$ cat src/design/pwsd_pkg.sv
package pwsd_pkg;

    localparam int SAMPLE_WIDTH = 16;
    localparam int MAX_RADIUS   = 16;
    localparam int MAX_BINS     = 1024;

    localparam int SLOT_COUNT = 2 * MAX_RADIUS;
    localparam int SLOT_W     = $clog2(SLOT_COUNT);
    localparam int RAD_W      = $clog2(MAX_RADIUS + 1);
    localparam int HELD_W     = $clog2(SLOT_COUNT + 1);
    localparam int BIN_W      = $clog2(MAX_BINS);
    localparam int LEN_W      = $clog2(MAX_BINS + 1);
    localparam int SUM_W      = SAMPLE_WIDTH + $clog2(MAX_RADIUS);
    localparam int DIFF_W     = SUM_W + 1;
    localparam int HIST_AW    = SLOT_W + BIN_W;
    localparam int HIST_DEPTH = 2 ** HIST_AW;

    localparam int DIFF_LIMIT = MAX_RADIUS * (2 ** (SAMPLE_WIDTH - 1))
                              + MAX_RADIUS * (2 ** (SAMPLE_WIDTH - 1) - 1);

    // configuration port
    localparam int RADIUS_W  = 5;
    localparam int LENGTH_W  = 11;
    localparam int CFG_W     = 11;
    localparam int CFG_IDX_W = 1;

    localparam logic [CFG_IDX_W-1:0] REG_RADIUS       = CFG_IDX_W'(0);
    localparam logic [CFG_IDX_W-1:0] REG_PULSE_LENGTH = CFG_IDX_W'(1);

    localparam logic [RADIUS_W-1:0] RADIUS_RESET = RADIUS_W'(4);
    localparam logic [LENGTH_W-1:0] LENGTH_RESET = LENGTH_W'(1024);

    typedef struct packed {
        logic signed [SAMPLE_WIDTH-1:0] sample;
        logic [BIN_W-1:0]               bin;
        logic [SLOT_W-1:0]              head;
        logic [SLOT_W-1:0]              rslot;
        logic                           has_r;
        logic                           has_2r;
        logic                           first;
        logic                           emit;
        logic                           last;
    } pwsd_s1_t;

    typedef struct packed {
        logic signed [SUM_W-1:0] old_sum;
        logic signed [SUM_W-1:0] new_sum;
        logic                    emit;
        logic                    last;
    } pwsd_s3_t;

endpackage

$ cat src/design/pwsd_front.sv
module pwsd_front (
    input  logic                                     clk,
    input  logic                                     rst_n,
    input  logic                                     cfg_write,
    input  logic [pwsd_pkg::CFG_IDX_W-1:0]           cfg_index,
    input  logic [pwsd_pkg::CFG_W-1:0]               cfg_data,
    input  logic                                     accept,
    input  logic signed [pwsd_pkg::SAMPLE_WIDTH-1:0] sample,
    input  logic                                     s1_go,
    output logic                                     s1_valid,
    output pwsd_pkg::pwsd_s1_t                       s1
);

    logic [pwsd_pkg::RADIUS_W-1:0] radius_reg, radius_next;
    logic [pwsd_pkg::LENGTH_W-1:0] length_reg, length_next;
    logic [pwsd_pkg::HELD_W-1:0]   held_reg, held_next;
    logic [pwsd_pkg::BIN_W-1:0]    bin_reg, bin_next;
    logic [pwsd_pkg::SLOT_W-1:0]   head_reg, head_next;
    logic                          s1_valid_reg, s1_valid_next;
    pwsd_pkg::pwsd_s1_t            s1_reg, s1_next;

    logic [pwsd_pkg::RAD_W-1:0]  r_eff;
    logic [pwsd_pkg::LEN_W-1:0]  len_eff;
    logic [pwsd_pkg::HELD_W-1:0] ring;
    logic [pwsd_pkg::HELD_W-1:0] rslot_sum;
    logic [pwsd_pkg::HELD_W-1:0] head_inc;
    logic [pwsd_pkg::SLOT_W-1:0] rslot;
    logic                        last;
    logic                        emit;

    // clamp registers to legal range
    always_comb
    begin
        if (radius_reg == '0)
            r_eff = pwsd_pkg::RAD_W'(1);
        else if (32'(radius_reg) > pwsd_pkg::MAX_RADIUS)
            r_eff = pwsd_pkg::RAD_W'(pwsd_pkg::MAX_RADIUS);
        else
            r_eff = pwsd_pkg::RAD_W'(radius_reg);

        if (length_reg == '0)
            len_eff = pwsd_pkg::LEN_W'(1);
        else if (32'(length_reg) > pwsd_pkg::MAX_BINS)
            len_eff = pwsd_pkg::LEN_W'(pwsd_pkg::MAX_BINS);
        else
            len_eff = pwsd_pkg::LEN_W'(length_reg);
    end

    always_comb
    begin
        ring      = pwsd_pkg::HELD_W'(r_eff) << 1;
        rslot_sum = pwsd_pkg::HELD_W'(head_reg) + pwsd_pkg::HELD_W'(r_eff);
        rslot     = (rslot_sum >= ring) ? pwsd_pkg::SLOT_W'(rslot_sum - ring)
                                        : pwsd_pkg::SLOT_W'(rslot_sum);
        head_inc  = pwsd_pkg::HELD_W'(head_reg) + pwsd_pkg::HELD_W'(1);
        last      = (pwsd_pkg::LEN_W'(bin_reg) + pwsd_pkg::LEN_W'(1)) >= len_eff;
        emit      = (held_reg + pwsd_pkg::HELD_W'(1)) >= ring;
    end

    always_comb
    begin
        radius_next = radius_reg;
        length_next = length_reg;
        held_next   = held_reg;
        bin_next    = bin_reg;
        head_next   = head_reg;
        if (cfg_write)
        begin
            case (cfg_index)
                pwsd_pkg::REG_RADIUS:
                    radius_next = pwsd_pkg::RADIUS_W'(cfg_data);
                pwsd_pkg::REG_PULSE_LENGTH:
                    length_next = pwsd_pkg::LENGTH_W'(cfg_data);
                default:
                begin
                end
            endcase
            held_next = '0;
            bin_next  = '0;
            head_next = '0;
        end
        else if (accept)
        begin
            if (last)
            begin
                bin_next  = '0;
                head_next = (head_inc >= ring) ? '0 : pwsd_pkg::SLOT_W'(head_inc);
                if (held_reg < ring)
                    held_next = held_reg + pwsd_pkg::HELD_W'(1);
            end
            else
            begin
                bin_next = bin_reg + pwsd_pkg::BIN_W'(1);
            end
        end
    end

    always_comb
    begin
        s1_next = s1_reg;
        if (accept)
        begin
            s1_next.sample = sample;
            s1_next.bin    = bin_reg;
            s1_next.head   = head_reg;
            s1_next.rslot  = rslot;
            s1_next.has_r  = held_reg >= pwsd_pkg::HELD_W'(r_eff);
            s1_next.has_2r = held_reg >= ring;
            s1_next.first  = held_reg == '0;
            s1_next.emit   = emit;
            s1_next.last   = last;
        end
        if (accept)
            s1_valid_next = 1'b1;
        else if (s1_go)
            s1_valid_next = 1'b0;
        else
            s1_valid_next = s1_valid_reg;
    end

    always_ff @(posedge clk or negedge rst_n)
    begin
        if (!rst_n)
        begin
            radius_reg   <= pwsd_pkg::RADIUS_RESET;
            length_reg   <= pwsd_pkg::LENGTH_RESET;
            held_reg     <= '0;
            bin_reg      <= '0;
            head_reg     <= '0;
            s1_valid_reg <= 1'b0;
        end
        else
        begin
            radius_reg   <= radius_next;
            length_reg   <= length_next;
            held_reg     <= held_next;
            bin_reg      <= bin_next;
            head_reg     <= head_next;
            s1_valid_reg <= s1_valid_next;
        end
    end

    always_ff @(posedge clk)
    begin
        s1_reg <= s1_next;
    end

    assign s1_valid = s1_valid_reg;
    assign s1       = s1_reg;

endmodule

$ cat config.mk
export PLATFORM = sky130hd
export DESIGN_NAME = pwsd_front
export DESIGN_NICKNAME = d
export VERILOG_FILES = /design/src/design/pwsd_pkg.sv /design/src/design/pwsd_front.sv
export SDC_FILE = /design/constraint.sdc
export NUM_CORES = 1
export LEC_CHECK = 0
export BUFFER_PORTS_ARGS = -buffer_cell sky130_fd_sc_hd__buf_2
export CAP_MARGIN = 30
export CORE_MARGIN = 10
export CORE_UTILIZATION = 51
export DETAILED_ROUTE_END_ITERATION = 8
export HOLD_SLACK_MARGIN = 0.1
export PLACE_DENSITY_LB_ADDON = 0.3
export SKIP_CTS_REPAIR_TIMING = 1
export SLEW_MARGIN = 10
export SYNTH_ARGS = -nofsm -noshare
export SYNTH_HDL_FRONTEND = slang
export SYNTH_SLANG_ARGS = --single-unit
$ cat constraint.sdc
create_clock -name clk -period 3.3 [get_ports clk]
set_input_delay 0.33 -clock clk [delete_from_list [all_inputs] [get_ports clk]]
set_output_delay 0.33 -clock clk [all_outputs]
set_load 0.03 [all_outputs]
==> results.sh <==
export IMPL_status="completed"
export IMPL_p_clk_share_pct=30.0
export IMPL_tns_ps=0
export IMPL_syn_area_sq_um=4300
export IMPL_p_int_uw=1760
export IMPL_crit_family="adder cells"
export IMPL_grt_pass1_vias=3006
export IMPL_syn2layout_area_growth_pct=19.5
export IMPL_ys_ff_latch=79
export IMPL_rsz0062_at_grt="true"
export IMPL_hp_class="in -> async"
export IMPL_largest_reg_flops=41
export IMPL_wirelength_um=8900
export IMPL_ys_seq_area_share_pct=50.8
export IMPL_switching_power_uw=793
export IMPL_n_antenna_cell=0
export IMPL_crit_chain="nor3_2 > nor2_1 > nor2_2 > ha_2 > inv_2 > fa_2 > inv_2 > a21o_1 > a21oi_2 > xnor2_2 > ha_1 > nand4_1 > nor2_1 > nor2_1 > nand2_1 > a21oi_4 > mux2_4"
export IMPL_postSynthNetCount=451
export IMPL_drive_gt1_share_pct=31.4
export IMPL_drt_first_pass_iters=4
export IMPL_power_density_nw_per_um2=496
export IMPL_drt_iter0_drc=97
export IMPL_leakagePower_uw=0.00245
export IMPL_grt_max_degree=39
export IMPL_critical_path_buf_inv_count=2
export IMPL_clk_insertion_delay_late_ps=360
export IMPL_grt_overflow=0
export IMPL_critical_path_slowest_cell="dfrtp_1"
export IMPL_fmax_ghz=0.304
export IMPL_synthFlopType="edfxtp_1"
export IMPL_slew_viol_final=0
export IMPL_slowest_delay_ps=410
export IMPL_ioPinCount=75
export IMPL_dp_cells=553
export IMPL_avgSynthCellArea_sq_um=11.6
export IMPL_final_nets=543
export IMPL_clkSinkCount=79
export IMPL_fin_cells=573
export IMPL_io_buffers=74
export IMPL_placementRows=33
export IMPL_grt_usage_pct=14.4
export IMPL_antenna_found_initial=0
export IMPL_cp_start_kind="flop"
export IMPL_ys_async_sr_fraction_pct=48.1
export IMPL_cts_made_buffers=9
export IMPL_clock_skew_ps=18.8
export IMPL_routed_via_density=5.24
export IMPL_critPathRequiredTime_ps=3410
export IMPL_yosysWarnings=0
export IMPL_period_minus_slack_ps=3290
export IMPL_combPwrFrac_pct=24.1
export IMPL_timing_slew_headroom_pct=43.0
export IMPL_drc=0
export IMPL_die_area_sq_um=12500
export IMPL_hold_viol=0
export IMPL_chipHeight_um=112
export IMPL_crit_fanout=3
export IMPL_initial_core_util_pct=52.3
export IMPL_dpl_hpwl_um=6850
export IMPL_cts_max_level=3
export IMPL_clock_path_buffers=2
export IMPL_swShare_pct=31.1
export IMPL_drv_cap=0
export IMPL_critPathKind="reg -> reg"
export IMPL_fp_dieW_um=112
export IMPL_worstPathArrival_ps=3410
export IMPL_endpoint_kind="flop"
export IMPL_synth_edf_count=41
export IMPL_avgRoutedWirePerCell_um=15.5
export IMPL_via_count=3002
export IMPL_post_route_period_util_pct=99.8
export IMPL_synth_cells=371
export IMPL_grt_pass1_wl_um=14900
export IMPL_clk_pin_slew_ps=100
export IMPL_coreArea_sq_um=8220
export IMPL_setup_viol=0
export IMPL_seqPwrFrac_pct=46.0
export IMPL_synth_distinct_cells=46
export IMPL_irDropWorstVdd_v=0.000228
export IMPL_worst_slew_pin_slew_ps=856
export IMPL_gp_congestion=0.836
export IMPL_ant_nets=0
export IMPL_cp_common_cell="nor2_1"
export IMPL_root_buffer="clkbuf_8"
export IMPL_cts_tree="done"
-- placed cells by master (no fill, tap or decap), types with 4 or more instances in the layout --
| cell | instances |
|---|---|
| a21o_1 | 6 |
| o21ai_0 | 9 |
| nand2_1 | 47 |
| mux2_4 | 4 |
| dfrtp_1 | 36 |
| nor2b_1 | 10 |
| nand3_1 | 13 |
| mux2_2 | 17 |
| ha_1 | 43 |
| inv_1 | 13 |
| a21oi_1 | 17 |
| clkbuf_8 | 9 |
| buf_4 | 12 |
| xnor2_1 | 11 |
| edfxtp_1 | 41 |
| nand2b_1 | 18 |
| nor2_1 | 20 |
| xor2_1 | 6 |
| buf_2 | 74 |
-- synth_stat cells, types with 4 or more instances --
master	n	area [sq um]
a21o_1	6	45.0
nor2b_1	10	62.6
edfxtp_1	41	1230
mux2_2	19	214
a21oi_1	18	90.1
ha_1	45	563
nand2_1	48	180
nor2_1	21	78.8
dfrtp_1	36	901
xnor2_1	12	105
xor2_1	7	61.3
o21ai_0	10	50.1
nand2b_1	18	113
inv_1	16	60.1
clkbuf_1	4	15.0
nand3_1	13	65.1
-- worst register-to-register path, cell delays in order, from the launching register on --
cell and delay [ps]:
dfrtp_1 410, nor3_2 170, nor2_1 80, nor2_2 140
ha_2 190, inv_2 40, fa_2 410, inv_2 60
a21o_1 120, a21oi_2 70, xnor2_2 150, ha_1 340
nand4_1 80, nor2_1 40, nor2_1 90, nand2_1 100
a21oi_4 220, mux2_4 320
-- through the flow --
step                      setup WS [ps]  util [%]  area [sq um]  total power [uW]  hold slack (ps)
after floorplan                    9.25         -          4310              1580             34.4
after global placement              156      58.9          4840              1740              465
after detailed placement           12.6      58.9          4840              1770              473
after CTS                         -6.88      61.5          5050              2530             89.6
after global routing               -106      62.5          5130              2690              117
final                              7.92      62.5          5130              2550             62.0
-- final timing paths --
path | start | endpoint | slack, ps | cells past startpoint
worst max-delay path | radius_reg[1] | s1[9] | 8 | 17
worst min-delay path | rst_n | length_reg[6] | 60 | 1
worst max register to register | radius_reg[1] | s1[9] | 8 | 17
worst min register to register | s1_valid | s1_valid | 490 | 1
max in group asynchronous | rst_n | head_reg[0] | 2680 | 1
min in group clk | sample[3] | s1[28] | 140 | 1
-- cells by family (layout without fill, tap and decap cells) --
| logic type | after synthesis | count (layout) | share of synthesized area [%] |
|---|---|---|---|
| fa+ha+maj | 47 | 47 | 14.0 |
| simple gates | 133 | 133 | 15.4 |
| xor+xnor | 19 | 19 | 3.87 |
| compound gates | 46 | 46 | 7.10 |
| buf+inv | 22 | 119 | 2.10 |
| mux | 25 | 25 | 6.64 |
| flops | 79 | 79 | 50.8 |
-- routing by layer --
metal | up-vias | part of all wire, % | track usage, %
li1 | 1494 | - | -
met2 | 64 | 47 | 23.0
met4 | 0 | 1.3 | 4.11
met3 | 11 | 5.2 | 4.24
met1 | 1433 | 47 | 18.5
met5 | - | 0 | 0
-- power groups by stage --
stage	clock network (uW)	registers [uW]	logic, uW
6_report	764	1170	613
5_1_grt	823	1180	682
4_1_cts	780	1170	579
3_5_place_dp	0	1190	577
3_3_place_gp	0	1190	554
2_1_floorplan	0	1280	299
-- final cells by class --
| type | instances | area, sq um |
|---|---|---|
| fillers | 680 | 3080 |
| flip-flops and latches | 79 | 2180 |
| multi-input cells | 270 | 2080 |
| repair buffers | 86 | 460 |
| well taps | 105 | 131 |
| clock buffers | 9 | 124 |
| clock inverters | 7 | 86.3 |
| inverters | 17 | 63.8 |
Note: power is estimated with default switching activity, not from simulation.
